--- config.mk ---
export PLATFORM = sky130hd
export DESIGN_NAME = tiled_dxt1_block_decoder
export DESIGN_NICKNAME = d
export VERILOG_FILES = /design/src/rtl/td1_pkg.sv /design/src/rtl/td1_front.sv /design/src/rtl/td1_queue.sv /design/src/rtl/td1_back.sv /design/src/rtl/tiled_dxt1_block_decoder.sv
export VERILOG_INCLUDE_DIRS = /design/src /design/src/rtl
export SDC_FILE = /design/constraint.sdc
export NUM_CORES = 1
export LEC_CHECK = 0
export ABC_CLOCK_PERIOD_IN_PS = 10200
export BUFFER_PORTS_ARGS = -buffer_cell sky130_fd_sc_hd__buf_2
export CAP_MARGIN = 30
export CORE_MARGIN = 1.5
export CORE_UTILIZATION = 60
export CTS_BUF_LIST = sky130_fd_sc_hd__clkbuf_4
export DETAILED_ROUTE_END_ITERATION = 7
export PLACE_DENSITY_LB_ADDON = 0.2
export SLEW_MARGIN = 5
export SYNTH_ARGS = -nofsm -noshare
export SYNTH_HDL_FRONTEND = slang
export SYNTH_SLANG_ARGS = --single-unit
--- constraint.sdc ---
create_clock -name clk -period 10.2 [get_ports clk]
set_input_delay 2.04 -clock clk [delete_from_list [all_inputs] [get_ports clk]]
set_output_delay 2.04 -clock clk [all_outputs]
set_load 0.01 [all_outputs]
--- src/rtl/tiled_dxt1_block_decoder_macros.svh ---
// assertion helpers shared by the decoder modules
// every use assumes the enclosing module has clk and rst_n
`ifndef TILED_DXT1_BLOCK_DECODER_MACROS_SVH
`define TILED_DXT1_BLOCK_DECODER_MACROS_SVH

// same-cycle implication
`define TD1_ASSERT_IMPLIES(lbl, ante, cons, msg) \
    lbl: assert property (@(posedge clk) disable iff (!rst_n) (ante) |-> (cons)) \
        else $error(msg);

// next-cycle implication
`define TD1_ASSERT_NEXT(lbl, ante, cons, msg) \
    lbl: assert property (@(posedge clk) disable iff (!rst_n) (ante) |=> (cons)) \
        else $error(msg);

`endif

--- src/rtl/td1_pkg.sv ---
package td1_pkg;

    localparam int MAX_DIM_DEF  = 1024;
    localparam int CFG_W        = 11;
    localparam int CFG_IDX_W    = 1;
    localparam int DIM_RESET    = 8;
    localparam int TILE_W       = 10;
    localparam int COORD_W      = TILE_W + 3;
    localparam int OUT_COORD_W  = 10;
    localparam int CH_W         = 8;
    localparam int IN_DATA_W    = 64;
    localparam int OUT_DATA_W   = 48;
    localparam int QUEUE_DEPTH  = 2;
    localparam int PIX_PER_BLK  = 16;
    localparam int CNT_W        = $clog2(PIX_PER_BLK);

    typedef enum logic [CFG_IDX_W-1:0] {
        CFG_WIDTH  = 1'b0,
        CFG_HEIGHT = 1'b1
    } cfg_idx_t;

    // red in the low byte, then green, then blue
    typedef logic [3*CH_W-1:0] rgb_t;

    typedef struct packed {
        rgb_t [3:0]             pal;
        logic [31:0]            idx_word;
        logic [COORD_W-1:0]     base_x;
        logic [COORD_W-1:0]     base_y;
        logic [CFG_W-1:0]       eff_w;
        logic [CFG_W-1:0]       eff_h;
    } blk_rec_t;

    typedef struct packed {
        logic empty;
        logic full;
    } q_stat_t;

endpackage

--- src/rtl/td1_front.sv ---
module td1_front #(
    parameter int MAX_DIM = td1_pkg::MAX_DIM_DEF
) (
    input  logic                          clk,
    input  logic                          rst_n,
    input  logic                          cfg_we,
    input  logic [td1_pkg::CFG_IDX_W-1:0] cfg_index,
    input  logic [td1_pkg::CFG_W-1:0]     cfg_data,
    input  logic                          s_tvalid,
    output logic                          s_tready,
    input  logic [td1_pkg::IN_DATA_W-1:0] s_tdata,
    input  td1_pkg::q_stat_t              stat,
    output logic                          push,
    output td1_pkg::blk_rec_t             push_rec
);
    import td1_pkg::*;

    localparam int DIV3_RECIP = 683;
    localparam int DIV3_SHIFT = 11;

    logic [CFG_W-1:0]  width_reg;
    logic [CFG_W-1:0]  height_reg;
    logic [TILE_W-1:0] tile_col_reg;
    logic [TILE_W-1:0] tile_row_reg;
    logic [1:0]        sub_reg;
    logic [TILE_W-1:0] tile_col_next;
    logic [TILE_W-1:0] tile_row_next;
    logic [1:0]        sub_next;
    logic [TILE_W-1:0] col_inc;
    logic [TILE_W-1:0] row_inc;
    logic [CFG_W-1:0]  eff_w;
    logic [CFG_W-1:0]  eff_h;
    logic [15:0]       ep_a;
    logic [15:0]       ep_b;
    rgb_t              col_a;
    rgb_t              col_b;
    rgb_t              pal2;
    rgb_t              pal3;

    function automatic rgb_t expand565(input logic [15:0] c);
        logic [4:0] r;
        logic [5:0] g;
        logic [4:0] b;
        r = c[15:11];
        g = c[10:5];
        b = c[4:0];
        return {b, b[4:2], g, g[5:4], r, r[4:2]};
    endfunction

    // floor(n/3) for n below 768 by reciprocal multiply
    function automatic logic [CH_W-1:0] div3(input logic [9:0] n);
        logic [20:0] p;
        p = 21'(n) * 21'(DIV3_RECIP);
        return p[DIV3_SHIFT +: CH_W];
    endfunction

    assign eff_w = (32'(width_reg) > MAX_DIM) ? CFG_W'(MAX_DIM) : width_reg;
    assign eff_h = (32'(height_reg) > MAX_DIM) ? CFG_W'(MAX_DIM) : height_reg;

    assign ep_a  = s_tdata[15:0];
    assign ep_b  = s_tdata[31:16];
    assign col_a = expand565(ep_a);
    assign col_b = expand565(ep_b);

    always_comb
    begin
        logic [CH_W-1:0] a;
        logic [CH_W-1:0] b;
        logic [9:0]      s_2a_b;
        logic [9:0]      s_a_2b;
        logic [CH_W:0]   s_ab;
        pal2 = '0;
        pal3 = '0;
        for (int k = 0; k < 3; k++)
        begin
            a      = col_a[k*CH_W +: CH_W];
            b      = col_b[k*CH_W +: CH_W];
            s_2a_b = {1'b0, a, 1'b0} + {2'b00, b};
            s_a_2b = {2'b00, a} + {1'b0, b, 1'b0};
            s_ab   = {1'b0, a} + {1'b0, b};
            if (ep_a > ep_b)
            begin
                pal2[k*CH_W +: CH_W] = div3(s_2a_b);
                pal3[k*CH_W +: CH_W] = div3(s_a_2b);
            end
            else
            begin
                pal2[k*CH_W +: CH_W] = s_ab[CH_W:1];
                pal3[k*CH_W +: CH_W] = '0;
            end
        end
    end

    assign s_tready = !stat.full;
    assign push     = s_tvalid && s_tready;

    always_comb
    begin
        push_rec.pal      = {pal3, pal2, col_b, col_a};
        push_rec.idx_word = s_tdata[63:32];
        push_rec.base_x   = {tile_col_reg, sub_reg[0], 2'b00};
        push_rec.base_y   = {tile_row_reg, sub_reg[1], 2'b00};
        push_rec.eff_w    = eff_w;
        push_rec.eff_h    = eff_h;
    end

    // tile walk: four sub-blocks, then next tile, wrapping at the image edge
    always_comb
    begin
        sub_next      = sub_reg + 2'd1;
        tile_col_next = tile_col_reg;
        tile_row_next = tile_row_reg;
        col_inc       = tile_col_reg + 1'b1;
        row_inc       = tile_row_reg + 1'b1;
        if (sub_reg == 2'd3)
        begin
            tile_col_next = col_inc;
            if ({col_inc, 3'b000} >= COORD_W'(eff_w))
            begin
                tile_col_next = '0;
                tile_row_next = row_inc;
                if ({row_inc, 3'b000} >= COORD_W'(eff_h))
                begin
                    tile_row_next = '0;
                end
            end
        end
    end

    always_ff @(posedge clk or negedge rst_n)
    begin
        if (!rst_n)
        begin
            width_reg    <= CFG_W'(DIM_RESET);
            height_reg   <= CFG_W'(DIM_RESET);
            tile_col_reg <= '0;
            tile_row_reg <= '0;
            sub_reg      <= '0;
        end
        else
        begin
            if (cfg_we)
            begin
                unique case (cfg_idx_t'(cfg_index))
                    CFG_WIDTH:  width_reg  <= cfg_data;
                    CFG_HEIGHT: height_reg <= cfg_data;
                    default:    ;
                endcase
            end
            if (push)
            begin
                tile_col_reg <= tile_col_next;
                tile_row_reg <= tile_row_next;
                sub_reg      <= sub_next;
            end
        end
    end

endmodule

--- src/rtl/td1_queue.sv ---
`include "tiled_dxt1_block_decoder_macros.svh"

module td1_queue (
    input  logic              clk,
    input  logic              rst_n,
    input  logic              push,
    input  td1_pkg::blk_rec_t push_rec,
    input  logic              pop,
    output td1_pkg::blk_rec_t head,
    output td1_pkg::q_stat_t  stat
);
    import td1_pkg::*;

    localparam int PTR_W   = (QUEUE_DEPTH > 1) ? $clog2(QUEUE_DEPTH) : 1;
    localparam int COUNT_W = $clog2(QUEUE_DEPTH + 1);

    blk_rec_t           entry_reg [QUEUE_DEPTH];
    logic [PTR_W-1:0]   wr_ptr_reg;
    logic [PTR_W-1:0]   rd_ptr_reg;
    logic [COUNT_W-1:0] count_reg;
    logic               do_push;
    logic               do_pop;

    function automatic logic [PTR_W-1:0] ptr_inc(input logic [PTR_W-1:0] p);
        return (p == PTR_W'(QUEUE_DEPTH - 1)) ? '0 : p + 1'b1;
    endfunction

    assign stat.empty = (count_reg == '0);
    assign stat.full  = (count_reg == COUNT_W'(QUEUE_DEPTH));
    assign do_push    = push && !stat.full;
    assign do_pop     = pop && !stat.empty;
    assign head       = entry_reg[rd_ptr_reg];

    always_ff @(posedge clk or negedge rst_n)
    begin
        if (!rst_n)
        begin
            wr_ptr_reg <= '0;
            rd_ptr_reg <= '0;
            count_reg  <= '0;
        end
        else
        begin
            if (do_push)
            begin
                wr_ptr_reg <= ptr_inc(wr_ptr_reg);
            end
            if (do_pop)
            begin
                rd_ptr_reg <= ptr_inc(rd_ptr_reg);
            end
            if (do_push && !do_pop)
            begin
                count_reg <= count_reg + 1'b1;
            end
            else if (do_pop && !do_push)
            begin
                count_reg <= count_reg - 1'b1;
            end
        end
    end

    always_ff @(posedge clk)
    begin
        if (do_push)
        begin
            entry_reg[wr_ptr_reg] <= push_rec;
        end
    end

    `TD1_ASSERT_IMPLIES(a_no_push_full, push, !stat.full,
        "block pushed into a full queue")
    `TD1_ASSERT_NEXT(a_fill_count, do_push && !do_pop,
        count_reg == $past(count_reg) + 1'b1, "queue count did not grow on push")
    `TD1_ASSERT_IMPLIES(a_count_range, 1'b1, count_reg <= COUNT_W'(QUEUE_DEPTH),
        "queue count out of range")

endmodule

--- src/rtl/td1_back.sv ---
`include "tiled_dxt1_block_decoder_macros.svh"

module td1_back (
    input  logic                           clk,
    input  logic                           rst_n,
    input  td1_pkg::blk_rec_t              head,
    input  td1_pkg::q_stat_t               stat,
    output logic                           pop,
    output logic                           m_tvalid,
    input  logic                           m_tready,
    output logic [td1_pkg::OUT_DATA_W-1:0] m_tdata,
    output logic                           m_tuser,
    output logic                           m_tlast
);
    import td1_pkg::*;

    localparam int PAD_W = OUT_DATA_W - 3*CH_W - 2*OUT_COORD_W;

    logic [CNT_W-1:0]       cnt_reg;
    logic                   out_valid_reg;
    rgb_t                   color_reg;
    logic [OUT_COORD_W-1:0] x_reg;
    logic [OUT_COORD_W-1:0] y_reg;
    logic                   inside_reg;
    logic                   last_reg;
    logic                   load;
    logic                   is_last;
    logic [1:0]             pal_idx;
    logic [COORD_W-1:0]     px;
    logic [COORD_W-1:0]     py;
    logic                   in_image;

    // output register loads a queued pixel when empty or being drained
    assign load    = !stat.empty && (!out_valid_reg || m_tready);
    assign is_last = (cnt_reg == CNT_W'(PIX_PER_BLK - 1));
    assign pop     = load && is_last;

    // first pixel sits in the top two index bits
    assign pal_idx  = head.idx_word[{~cnt_reg, 1'b0} +: 2];
    assign px       = head.base_x + COORD_W'(cnt_reg[1:0]);
    assign py       = head.base_y + COORD_W'(cnt_reg[3:2]);
    assign in_image = (px < COORD_W'(head.eff_w)) && (py < COORD_W'(head.eff_h));

    always_ff @(posedge clk or negedge rst_n)
    begin
        if (!rst_n)
        begin
            out_valid_reg <= 1'b0;
            cnt_reg       <= '0;
        end
        else
        begin
            if (load)
            begin
                out_valid_reg <= 1'b1;
                cnt_reg       <= cnt_reg + 1'b1;
            end
            else if (m_tready)
            begin
                out_valid_reg <= 1'b0;
            end
        end
    end

    always_ff @(posedge clk)
    begin
        if (load)
        begin
            color_reg  <= head.pal[pal_idx];
            x_reg      <= px[OUT_COORD_W-1:0];
            y_reg      <= py[OUT_COORD_W-1:0];
            inside_reg <= in_image;
            last_reg   <= is_last;
        end
    end

    assign m_tvalid = out_valid_reg;
    assign m_tdata  = {{PAD_W{1'b0}}, y_reg, x_reg, color_reg};
    assign m_tuser  = inside_reg;
    assign m_tlast  = last_reg;

    `TD1_ASSERT_NEXT(a_last_marked, pop, m_tvalid && m_tlast,
        "sixteenth pixel not flagged last")
    `TD1_ASSERT_IMPLIES(a_block_held, cnt_reg != '0, !stat.empty,
        "block left the queue mid-stream")
    `TD1_ASSERT_NEXT(a_hold_stalled, m_tvalid && !m_tready, m_tvalid && $stable(m_tdata),
        "pixel changed while stalled")

endmodule

--- src/rtl/tiled_dxt1_block_decoder.sv ---
// one compressed block in, sixteen pixels out at one pixel per cycle while m_tready holds
// first pixel passes through the queue entry and then the output register before m_tvalid
// sustained block rate is set by the single pixel output register
// a two-block queue lets the next block transfer while pixels still drain
// reset: width and height go to 8, tile position to zero, queue empty; no clearing pass
module tiled_dxt1_block_decoder #(
    parameter int MAX_DIM = td1_pkg::MAX_DIM_DEF
) (
    input  logic                           clk,
    input  logic                           rst_n,
    input  logic                           cfg_we,
    input  logic [td1_pkg::CFG_IDX_W-1:0]  cfg_index,
    input  logic [td1_pkg::CFG_W-1:0]      cfg_data,
    input  logic                           s_tvalid,
    output logic                           s_tready,
    // endpoint_a [15:0], endpoint_b [31:16], index_word [63:32]
    input  logic [td1_pkg::IN_DATA_W-1:0]  s_tdata,
    output logic                           m_tvalid,
    input  logic                           m_tready,
    // red [7:0], green [15:8], blue [23:16], pixel_x [33:24], pixel_y [43:34], zero pad
    output logic [td1_pkg::OUT_DATA_W-1:0] m_tdata,
    // inside_res [0]
    output logic                           m_tuser,
    output logic                           m_tlast
);
    import td1_pkg::*;

    blk_rec_t push_rec;
    blk_rec_t head;
    q_stat_t  stat;
    logic     push;
    logic     pop;

    td1_front #(
        .MAX_DIM (MAX_DIM)
    ) u_front (
        .clk      (clk),
        .rst_n    (rst_n),
        .cfg_we   (cfg_we),
        .cfg_index(cfg_index),
        .cfg_data (cfg_data),
        .s_tvalid (s_tvalid),
        .s_tready (s_tready),
        .s_tdata  (s_tdata),
        .stat     (stat),
        .push     (push),
        .push_rec (push_rec)
    );

    td1_queue u_queue (
        .clk     (clk),
        .rst_n   (rst_n),
        .push    (push),
        .push_rec(push_rec),
        .pop     (pop),
        .head    (head),
        .stat    (stat)
    );

    td1_back u_back (
        .clk     (clk),
        .rst_n   (rst_n),
        .head    (head),
        .stat    (stat),
        .pop     (pop),
        .m_tvalid(m_tvalid),
        .m_tready(m_tready),
        .m_tdata (m_tdata),
        .m_tuser (m_tuser),
        .m_tlast (m_tlast)
    );

endmodule

# --- Word-level counts from Yosys, hierarchy flattened ---
# Memories as Yosys holds them, arrays and structs flattened.
# Cells that the tools add are included.
word_totals:
  reg_bits: 99
  mem_bits_rw: 344
  inputBits: 81
  output_inout_bits: 52
  elab_cells: 96
  n_memories: 1
memory_table:
  columns: ["name", "depth", "width", "rd", "rd_ports_with_merged_regs", "write_ports", "line_no", "text"]
  rows:
  - ["u_queue.entry_reg", 2, 172, 1, 0, 1, "td1_queue.sv:17", "blk_rec_t entry_reg [QUEUE_DEPTH];"]
op_classes:
  n_addsub: 19
  n_mul: 6
  order_cmp: 8
  eq_ne: 3
  shifts: 1
  muxes: 20
  bitwise_logic: 2
  reduce_logical: 21
op_table:
  columns: ["cell", "n"]
  rows:
  - ["10-bit by 10-bit multiplier with 19-bit output (second input constant)", 6]
  - ["24-bit binary-select mux with 2-bit select", 1]
  - ["8-bit two-way mux", 6]
  - ["32-bit by 6-bit variable part select with 2-bit output", 1]
  - ["8-bit by 9-bit adder with 10-bit output", 3]
  - ["9-bit by 8-bit adder with 10-bit output", 3]
  - ["8-bit by 8-bit adder with 9-bit output", 3]
  - ["13-bit by 2-bit adder with 13-bit output", 2]
  - ["13-bit by 11-bit greater-or-equal comparator with 1-bit output", 2]
  - ["13-bit by 11-bit < comparator with 1-bit output", 2]
  - ["24-bit two-way mux", 1]
  - ["11-bit > comparator (second input constant)", 2]
  - ["11-bit two-way mux", 2]
  - ["10-bit by 1-bit adder with 10-bit output (second input constant)", 2]
  - ["10-bit two-way mux", 2]
  - ["16-bit > comparator", 1]
  - ["1-bit logical AND", 8]
  - ["1-bit two-way mux", 6]
  - ["2-bit AND reduction", 3]
  - ["1-bit logical NOT", 5]
  - ["2-bit by 1-bit adder with 2-bit output (second input constant)", 2]
  - ["4-bit by 1-bit adder with 4-bit output (second input constant)", 1]
  - ["2-bit equality test (second input constant)", 2]
  - ["4-bit equality test (second input constant)", 1]
  - ["other kinds (10)", 13]

# --- Logic depth before layout (Yosys ltp) ---
# Gate-level depths: netlist of the first run.
logic_depth:
  depth_word: 8
  mapped_depth: 28
  depth_no_buf: 28

# --- By module ---
# From an unflattened synthesis of the first run, not the netlist that was laid out.
hier_totals:
  cells_unflattened: 2693
  hier_area_um2: 33216.9
modules_own_cells:
  columns: ["mod", "n_inst", "cells_each", "area_each_um2", "seq_area_each_um2"]
  rows:
  - ["td1_front", 1, 1814, 16119.2, 1103.6]
  - ["td1_queue", 1, 567, 13436.6, 10670.2]
  - ["td1_back", 1, 312, 3661.0, 1506.4]

# --- Worst setup path before layout of the first run ---
# No wires, ideal clock.
synth_path:
  kind: "input to register"
  startpoint: "input port s_tvalid"
  endpoint: "memory u_queue.entry_reg[0][0] in the netlist's numbering (enable)"
  setup_time_ns: 0.675
  t_arrival_ns: 8.654
  t_required_ns: 9.525
  path_slack_ns: 0.872
  cell_stages: 2
  n_path_buf: 0
  path_cell_list: "nand2_1 -> nor2_1"
synth_between:
  elab_chain_cells: 4
synth_rtl:
  columns: ["item", "line_no", "text"]
  rows:
  - ["start, declared", "tiled_dxt1_block_decoder.sv:14", "input logic s_tvalid,"]
  - ["1-bit logical AND", "td1_front.sv:95", "assign push = s_tvalid && s_tready;"]
  - ["1-bit logical AND", "td1_queue.sv:30", "assign do_push = push && !stat.full;"]
  - ["1-bit two-way mux", "td1_queue.sv:65", "if (do_push)"]
  - ["1-bit two-way mux (not written as such)", "td1_queue.sv:67", "entry_reg[wr_ptr_reg] <= push_rec;"]
  - ["end, declared", "td1_queue.sv:17", null]
# No other way between the ends.

==> impl_summary.log, run 1 <==
[metrics] post-placement cell count: 3117
[metrics] wire length of the first global-routing pass: between 100000 and 150000 um
[metrics] Fmax achieved: approximately 130 MHz
[metrics] Chip Width: 224 um
[metrics] gate count of the mapped netlist: between 2000 and 2500
[metrics] RSZ-0062 raised after global routing: no
[metrics] synthesized area divided by synthesized cell count: around 12 sq um
[metrics] outcome: finished, final reports clean
[metrics] number of enable-type register cells in the synthesized netlist: roughly 360
[metrics] pin count of the biggest net entering global routing: roughly 120
[metrics] cell type of the slowest stage on the worst timing path: fa_1
[metrics] post-route cell area: between 30000 and 40000 sq um
[metrics] post-CTS sizing: 0
[metrics] transition at the pin with the smallest max-transition slack: 0.912 ns
[metrics] clock skew: between 0.05 and 0.06 ns
[metrics] endpoint required time on the critical path: 10.69 ns
[metrics] number of design-rule violations left by the first detailed-router iteration: ~1100
[metrics] number of unique standard cell types used by synthesis: 67
[metrics] delay of the slowest cell on the worst path: around 0.53 ns
[metrics] Synth Warn #: 0
[metrics] largest cells by area after synthesis: edfxtp_1 37%, ha_1 19%, fa_1 8.8%
[metrics] multi-input gate area in the final layout: approximately 16000 sq um
[metrics] top cell types by occurrence after synthesis: 446 x ha_1, 358 x edfxtp_1, 333 x inv_1
[metrics] TNS Setup: 0 ns
[metrics] number of flip-flops under the largest register name: roughly 310
[metrics] Site Rows: 80
[metrics] vias in the first global route: approximately 20000
[metrics] final slew viol count: 0
[metrics] relative slew slack: between 30% and 40%
[metrics] share of the clock period used by the worst path after layout: roughly 80%
[metrics] sequential share of the synthesized area: about two fifths
[metrics] count leader, synth: ha_1
[metrics] wire length reported by the detailed router: roughly 63000 um
[metrics] cell area after technology mapping: 29300 sq um
[metrics] clock latency reported for the late side of the worst-skew pair: 0.82 ns
[metrics] Die Y: 224 um
[metrics] total of fill cells in the finished design: 3566
[metrics] total DRC errors in the routed layout: 0
[metrics] Post-synth ARST share: 12.9%
[metrics] Placement Setup Slack: 1.52 ns
[metrics] Starting Density: just over 60%
[metrics] cell accounting for the most synthesized area: edfxtp_1
[metrics] type of the most critical hold path: flop to flop
[metrics] count of endpoints failing setup in the final report: 0
[metrics] total die area: about 50000 sq um
[metrics] fraction of final layout cells sized beyond drive strength 1: 14.9%
[metrics] routed via count: 18838
[metrics] type of element launching the critical path: input pin
[metrics] largest fanout of any net on the critical path: 9
[metrics] Primary FF master, synth: edfxtp_1
[metrics] antenna violations before repair: 8
[metrics] Max clock buf depth: 3
[metrics] CTS tree: done
[metrics] sequential standard cell area: about 12000 sq um
[metrics] # nets final: 3264
[metrics] post-synth top area share: 36.8%
[metrics] overall routing resource usage: between 20 and 30%
[metrics] RePlAce Congestion: around 0.90
[metrics] total of buffers placed on input and output ports: around 130
[metrics] placed wire-length estimate after detailed placement: 48200 um
[metrics] cell repeated most along the worst path: inv_1
[metrics] area inside the core boundary: ~48000 sq um
[metrics] Reg clk slew, reported paths: approximately 0.070 ns
[metrics] maximum level of the CTS H-tree: 3
[metrics] num ports: 133
[metrics] iteration count of the initial detailed-routing pass: 5
[metrics] max-cap violation count: 0
[metrics] post-detailed-route via-to-cell ratio: about 5.7
[metrics] CTS hold repair buffers: 0
[metrics] buffering stage count on the worst path with inverters included: 6
[metrics] instance area at placement: about 31000 sq um
[metrics] Root Driver: clkbuf_4
[metrics] count of buffers added by post-CTS timing repair for setup: 0
[metrics] worst reg2reg setup slack: roughly 5.3 ns
[metrics] grt ovf: 0
[metrics] cell family contributing the most delay on the critical path: adder cells
[metrics] number of nets with antenna violations after routing: 0
[metrics] Data arrival, critical path: about 8.4 ns
[metrics] drt wl/cell: roughly 19 um
[metrics] synthesis-to-finish area growth: 9.38%
[metrics] Inserted Clock Buffers: 102
[metrics] slack of the critical path: ~2.3 ns
[metrics] critical path start-end classification: input pin to flop
[metrics] number of hold violations in the final report: 0
[metrics] number of synthesized register bits: about 410
[metrics] clock sink count: between 400 and 500
[metrics] Finished Layout Cells: ~3300
[metrics] type of destination of the critical path: flop
[metrics] post-layout min period: 7.95 ns
## cells by family after synthesis
family / after synthesis / synth area share (%)
buffers and inverters: 394 / 5.33
and+or+nand+nor: 369 / 6.14
other: 1 / 0.0128
xor gates and xnor gates: 163 / 4.88
AOI/OAI and AO/OA: 358 / 7.91
muxes: 143 / 6.52
DFF: 411 / 41.3
adders and majority gates: 575 / 27.9
## layout make-up
| class | count | area share (%) |
|---|---|---|
| Clock buffer | 154 | 3.61 |
| Multi-Input combinational cell | 1612 | 49.0 |
| Antenna cell | 8 | 0.0626 |
| Tap cell | 615 | 2.40 |
| Sequential cell | 411 | 37.8 |
| Inverter | 337 | 3.95 |
| Clock inverter | 32 | 0.696 |
| Timing Repair Buffer | 144 | 2.54 |
## worst paths after layout
check | cells after the start | endpoint | startpoint
min | 1 | u_queue.count_reg[1] | u_queue.count_reg[1]
min reg2reg | 1 | u_queue.count_reg[1] | u_queue.count_reg[1]
max reg2reg | 8 | u_back.color_reg[8] | u_queue.rd_ptr_reg
max | 28 | u_queue.entry_reg[1][130] | s_tdata[13]
min in group asynchronous | 2 | u_queue.count_reg[1] | rst_n
max in group asynchronous | 2 | u_queue.rd_ptr_reg | rst_n
## per-layer routing
metal	vias up	global-route usage (%)	wire (um)
met3	110	3.92	3070
met1	9167	32.4	26300
met4	0	11.7	2280
li1	9077	-	-
met5	-	0	0
met2	484	44.4	31000
## layout by cell type (no fill, tap or decap), drive strengths merged, types with 4 or more instances in the layout
cell	count
a211oi	11
a21o	46
a21oi	93
a31oi	6
and2	7
and3	20
buf	144
clkbuf	154
clkinv	27
conb	4
dfrtp	51
diode	8
edfxtp	358
fa	129
ha	446
inv	338
mux2	41
mux2i	69
mux4	33
nand2	96
nand2b	20
nand3	24
nand4	30
nor2	97
nor2b	23
nor3	15
nor4	7
o2111ai	8
o211ai	38
o21a	16
o21ai	71
o21bai	27
o31ai	15
o41ai	5
or2	11
or3	8
or4	4
xnor2	99
xor2	64
## per-stage QoR
stage | hold slack [ns] | util [%]
finish | 0.508 | 66.7
detailed placement | 0.493 | 63.7
global placement | 0.481 | 63.7
global route | 0.533 | 66.7
floorplan | 0.423 | -
CTS | 0.506 | 66.6
Power of run 1 is not shown: default switching activity piles up to over one toggle a cycle in this logic, so the estimate is an artifact.
==> run 2, diff against run 1 <==
- ABC_CLOCK_PERIOD_IN_PS: 10200 -> 7850
- clock period: 10.2 -> 7.85 ns (I/O delays scaled with it)
==> impl_summary.log, run 2 (synthesized netlist as in run 1, its figures left out) <==
[metrics] outcome: finished, final reports clean (unchanged)
[metrics] Starting Density: 61.0% (unchanged)
[metrics] maximum level of the CTS H-tree: 3 (unchanged)
[metrics] total die area: 50100 sq um (unchanged)
[metrics] fraction of final layout cells sized beyond drive strength 1: 16.1% (was 14.9%)
[metrics] placed wire-length estimate after detailed placement: 48500 um (was 48200 um)
[metrics] post-CTS sizing: 0 (unchanged)
[metrics] clock latency reported for the late side of the worst-skew pair: 0.81 ns (was 0.82 ns)
[metrics] slack of the critical path: 0.778 ns (was 2.25 ns)
[metrics] drt wl/cell: 18.8 um (was 18.9 um)
[metrics] RSZ-0062 raised after global routing: no (unchanged)
[metrics] total DRC errors in the routed layout: 0 (unchanged)
[metrics] cell type of the slowest stage on the worst timing path: fa_1 (unchanged)
[metrics] number of flip-flops under the largest register name: 312 (unchanged)
[metrics] number of hold violations in the final report: 0 (unchanged)
[metrics] cell family contributing the most delay on the critical path: adder cells (unchanged)
[metrics] num ports: 133 (unchanged)
[metrics] sequential standard cell area: 12100 sq um (unchanged)
[metrics] delay of the slowest cell on the worst path: 0.53 ns (about the same)
[metrics] number of nets with antenna violations after routing: 0 (unchanged)
[metrics] post-detailed-route via-to-cell ratio: 5.68 (was 5.69)
[metrics] Reg clk slew, reported paths: 0.06 ns (was 0.07 ns)
[metrics] number of design-rule violations left by the first detailed-router iteration: 950 (was 1061)
[metrics] wire length of the first global-routing pass: 102000 um (was 101000 um)
[metrics] max-cap violation count: 0 (unchanged)
[metrics] endpoint required time on the critical path: 8.34 ns (was 10.69 ns)
[metrics] total of fill cells in the finished design: 3606 (was 3566)
[metrics] clock skew: 0.0561 ns (was 0.0588 ns)
[metrics] count of buffers added by post-CTS timing repair for setup: 0 (unchanged)
[metrics] Root Driver: clkbuf_4 (unchanged)
[metrics] largest fanout of any net on the critical path: 3 (was 9)
[metrics] area inside the core boundary: 47900 sq um (unchanged)
[metrics] buffering stage count on the worst path with inverters included: 6 (unchanged)
[metrics] share of the clock period used by the worst path after layout: 90.1%
[metrics] critical path start-end classification: input pin to flop (unchanged)
[metrics] clock sink count: 411 (unchanged)
[metrics] Fmax achieved: approximately 140 MHz
[metrics] antenna violations before repair: 6 (was 8)
[metrics] routed via count: 18990 (was 18838)
[metrics] multi-input gate area in the final layout: 15700 sq um (unchanged)
[metrics] Inserted Clock Buffers: 99 (was 102)
[metrics] post-layout min period: approximately 7.1 ns
[metrics] wire length reported by the detailed router: 63100 um (was 62700 um)
[metrics] iteration count of the initial detailed-routing pass: 5 (unchanged)
[metrics] RePlAce Congestion: 0.904 (was 0.900)
[metrics] commonest non-fill, non-tap cells in the layout: 446 x ha_1, 358 x edfxtp_1, 333 x inv_1 (unchanged)
[metrics] type of element launching the critical path: input pin (unchanged)
[metrics] utilization after layout: 67.3% (was 66.7%)
[metrics] pin count of the biggest net entering global routing: 157 (was 123)
[metrics] total of buffers placed on input and output ports: 128 (unchanged)
[metrics] Site Rows: 80 (unchanged)
[metrics] Die Y: 224 um (unchanged)
[metrics] # nets final: 3301 (was 3264)
[metrics] vias in the first global route: 20190 (was 20031)
[metrics] Data arrival, critical path: 7.56 ns (was 8.44 ns)
[metrics] CTS hold repair buffers: 0 (unchanged)
[metrics] grt ovf: 0 (unchanged)
[metrics] type of the most critical hold path: flop to flop (unchanged)
[metrics] relative slew slack: 35.1% (was 37.9%)
[metrics] synthesis-to-finish area growth: 10.2% (was 9.38%)
[metrics] overall routing resource usage: 25.9% (was 25.8%)
[metrics] most common cell after layout, fill and taps aside: ha_1 (unchanged)
[metrics] Chip Width: 224 um (unchanged)
[metrics] Max clock buf depth: 3 (unchanged)
[metrics] CTS tree: done (unchanged)
[metrics] type of destination of the critical path: flop (unchanged)
[metrics] transition at the pin with the smallest max-transition slack: 0.974 ns (was 0.912 ns)
[metrics] cell repeated most along the worst path: inv_1 (unchanged)
[metrics] Placement Setup Slack: -0.0147 ns (was 1.52 ns)
[metrics] count of endpoints failing setup in the final report: 0 (unchanged)
[metrics] final slew viol count: 0 (unchanged)
run 2: worst paths after layout:
kind	start	end	slack, ns	cells past startpoint
min	u_queue.count_reg[1]	u_queue.count_reg[1]	0.50	1
max in group asynchronous	rst_n	u_queue.rd_ptr_reg	6.42	2
min in group asynchronous	rst_n	u_back.cnt_reg[0]	0.87	2
max	s_tdata[9]	u_queue.entry_reg[0][139]	0.78	29
max reg2reg	u_queue.rd_ptr_reg	u_back.color_reg[16]	4.02	9
min reg2reg	u_queue.count_reg[1]	u_queue.count_reg[1]	0.50	1
run 2: worst reg2reg max path, cell delays in order, from the launching register on:
cell and delay, ns:
dfrtp_4 0.85, mux4_2 0.60, mux4_2 0.50, mux2i_4 0.18
buf_4 0.31, buf_16 0.28, nor2_1 0.27, buf_4 0.27
o211ai_1 0.12, nand4_1 0.17
run 2: layer usage:
layer / wire length [um] / share of wire [%] / GRT usage [%] / vias to the layer above
met2: 31200 / 50 / 45.2 / 476
met5: 0 / 0 / 0 / -
met4: 2130 / 3.4 / 11.3 / 0
li1: - / - / - / 9135
met3: 2830 / 4.5 / 3.23 / 108
met1: 26900 / 43 / 32.5 / 9271
run 2: metrics by stage:
step	area, sq um	std cells	hold WS, ns	setup TNS, ns
after floorplan	29300	2417	0.423	0
final	32200	3346	0.499	0
after CTS	32200	3339	0.499	0
after global routing	32200	3345	0.524	0
after global placement	30800	3157	0.481	0
after detailed placement	30800	3157	0.487	-0.0295
run 2: area by class of cell:
cell class	instances	area share (%)
sequential	411	37.5
tap	615	2.39
clock inverter	29	0.636
clock buffer	153	3.56
inverter	337	3.92
timing repair buffer	184	3.39
multi-input combinational	1612	48.6
antenna	5	0.0388
Power of run 2 is left out for the same reason.
==> run 3, diff against run 2 <==
- PLACE_DENSITY: not set -> 0.75
- PLACE_DENSITY_LB_ADDON: 0.2 -> not set
==> impl_summary.log, run 3 (synthesized netlist as in run 1, its figures left out) <==
[metrics] Data arrival, critical path: 7.60 ns (was 7.56 ns)
[metrics] iteration count of the initial detailed-routing pass: 6 (was 5)
[metrics] number of design-rule violations left by the first detailed-router iteration: 1014 (was 950)
[metrics] type of destination of the critical path: flop (unchanged)
[metrics] post-layout min period: 7.12 ns (was 7.07 ns)
[metrics] clock sink count: 411 (unchanged)
[metrics] final slew viol count: 0 (unchanged)
[metrics] count of endpoints failing setup in the final report: 0 (unchanged)
[metrics] M2 GR Usage: 44.9% (was 45.2%)
[metrics] overall routing resource usage: 25.8% (was 25.9%)
[metrics] RePlAce Congestion: 0.932 (was 0.904)
[metrics] count of buffers added by post-CTS timing repair for setup: 0 (unchanged)
[metrics] post-CTS sizing: 0 (unchanged)
[metrics] total of fill cells in the finished design: 3627 (was 3606)
[metrics] hold path startpoint: u_front.height_reg[6] (was u_queue.count_reg[1])
[metrics] critical path start-end classification: input pin to flop (unchanged)
[metrics] post-detailed-route via-to-cell ratio: 5.70 (was 5.68)
[metrics] Inserted Clock Buffers: 97 (was 99)
[metrics] # nets final: 3298 (was 3301)
[metrics] drt wl/cell: 18.8 um (about the same)
[metrics] clock skew: 0.0851 ns (was 0.0561 ns)
[metrics] Reg2Reg Depth: 10 (was 9)
[metrics] endpoint required time on the critical path: 8.33 ns (was 8.34 ns)
[metrics] wire length reported by the detailed router: 62900 um (was 63100 um)
[metrics] antenna violations before repair: 4 (was 6)
[metrics] CTS hold repair buffers: 0 (unchanged)
[metrics] wire length of the first global-routing pass: 101000 um (was 102000 um)
[metrics] placed wire-length estimate after detailed placement: 48400 um (was 48500 um)
[metrics] number of flip-flops under the largest register name: 312 (unchanged)
[metrics] cell depth of the worst min-delay path: 1 (unchanged)
[metrics] most common cell after layout, fill and taps aside: ha_1 (unchanged)
[metrics] r2r endpoint: u_back.color_reg[11] (was u_back.color_reg[16])
[metrics] Site Rows: 80 (unchanged)
[metrics] Max clock buf depth: 3 (unchanged)
[metrics] transition at the pin with the smallest max-transition slack: 0.975 ns (was 0.974 ns)
[metrics] largest fanout of any net on the critical path: 7 (was 3)
[metrics] grt peak-use layer: met2 (unchanged)
[metrics] Chip Width: 224 um (unchanged)
[metrics] Fmax achieved: 140 MHz (was 141 MHz)
[metrics] Starting Density: 61.0% (unchanged)
[metrics] max-cap violation count: 0 (unchanged)
[metrics] GR met1 Demand/Resource: 31.5% (was 32.5%)
[metrics] GR Util met3: 3.74% (was 3.23%)
[metrics] fraction of final layout cells sized beyond drive strength 1: 15.6% (was 16.1%)
[metrics] routed via count: 19030 (was 18990)
[metrics] Reg clk slew, reported paths: 0.06 ns (about the same)
[metrics] number of hold violations in the final report: 0 (unchanged)
[metrics] FF-to-FF Start: u_back.cnt_reg[0] (was u_queue.rd_ptr_reg)
[metrics] total of buffers placed on input and output ports: 128 (unchanged)
[metrics] worst reg2reg setup slack: 3.64 ns (was 4.02 ns)
[metrics] vias in the first global route: 20206 (was 20190)
[metrics] total DRC errors in the routed layout: 0 (unchanged)
[metrics] share of the clock period used by the worst path after layout: 90.7% (was 90.1%)
[metrics] number of nets with antenna violations after routing: 0 (unchanged)
[metrics] TNS Setup: 0 ns (unchanged)
[metrics] type of the most critical hold path: flop to flop (unchanged)
[metrics] Die Y: 224 um (unchanged)
[metrics] total die area: 50100 sq um (unchanged)
[metrics] type of element launching the critical path: input pin (unchanged)
[metrics] num ports: 133 (unchanged)
[metrics] pin count of the biggest net entering global routing: 157 (unchanged)
[metrics] Root Driver: clkbuf_4 (unchanged)
[metrics] relative slew slack: 35.0% (was 35.1%)
[metrics] outcome: finished, final reports clean (unchanged)
[metrics] maximum level of the CTS H-tree: 3 (unchanged)
[metrics] grt ovf: 0 (unchanged)
[metrics] synthesis-to-finish area growth: 9.81% (was 10.2%)
[metrics] clock latency reported for the late side of the worst-skew pair: 0.83 ns (was 0.81 ns)
[metrics] RSZ-0062 raised after global routing: no (unchanged)
[metrics] worst-case hold path end point: u_front.height_reg[6] (was u_queue.count_reg[1])
[metrics] CTS tree: done (unchanged)
[metrics] area inside the core boundary: 47900 sq um (unchanged)
[metrics] commonest non-fill, non-tap cells in the layout: 446 x ha_1, 358 x edfxtp_1, 333 x inv_1 (unchanged)
[run 3: per-stage QoR]
stage | area (sq um) | instances | util (%) | worst slack [ns] | hold WS [ns]
6_report | 32100 | 3338 | 67.0 | 0.730 | 0.510
3_5_place_dp | 30800 | 3157 | 64.3 | -0.00348 | 0.496
2_1_floorplan | 29300 | 2417 | - | 0.339 | 0.423
3_3_place_gp | 30800 | 3157 | 64.3 | 0.114 | 0.482
5_1_grt | 32100 | 3338 | 67.0 | 0.348 | 0.526
4_1_cts | 32100 | 3333 | 67.0 | 0.841 | 0.513
[run 3: layout make-up]
type / instances / area, sq um / share of cell area [%]
antenna: 4 / 10.0 / 0.0312
inverter: 337 / 1260 / 3.94
clock inverter: 38 / 225 / 0.701
sequential: 411 / 12100 / 37.6
tap: 615 / 769 / 2.40
multi-input combinational: 1612 / 15700 / 48.8
clock buffer: 138 / 1040 / 3.23
timing repair buffer: 183 / 1070 / 3.32
[run 3: worst max-delay path, stage by stage]
cell      delay (ns)
buf_2           0.16
ha_1            0.26
fa_1            0.39
a21o_1          0.19
a21oi_1         0.22
nor2b_1         0.09
o21a_1          0.17
nor2_1          0.11
xor2_1          0.20
inv_1           0.12
ha_1            0.34
ha_1            0.29
inv_1           0.05
fa_1            0.52
inv_1           0.05
fa_1            0.49
inv_1           0.05
fa_1            0.52
inv_1           0.04
ha_1            0.28
o21a_1          0.17
o21a_1          0.18
o221ai_1        0.26
a31oi_1         0.18
a21o_1          0.23
a21oi_1         0.17
xor2_1          0.18
mux2i_1         0.10
[run 3: routing by layer]
layer | routed length, um | share of wire [%]
met4 | 2590 | 4.1
met1 | 25900 | 41
met5 | 0 | 0
met2 | 31300 | 50
met3 | 3000 | 4.8
[run 3: worst max-delay path by stage]
stage / end / cells after the start / slack (ns) / start
2_1_floorplan: u_queue.entry_reg[0][130] / 28 / 0.34 / s_tdata[13]
3_3_place_gp: u_queue.entry_reg[0][130] / 28 / 0.11 / s_tdata[30]
3_5_place_dp: u_queue.entry_reg[0][130] / 28 / -0.003 / s_tdata[30]
4_1_cts: u_queue.entry_reg[0][130] / 28 / 0.84 / s_tdata[30]
5_1_grt: u_queue.entry_reg[0][130] / 28 / 0.35 / s_tdata[30]
6_report: u_queue.entry_reg[0][130] / 28 / 0.73 / s_tdata[30]
Power of run 3 is left out for the same reason.
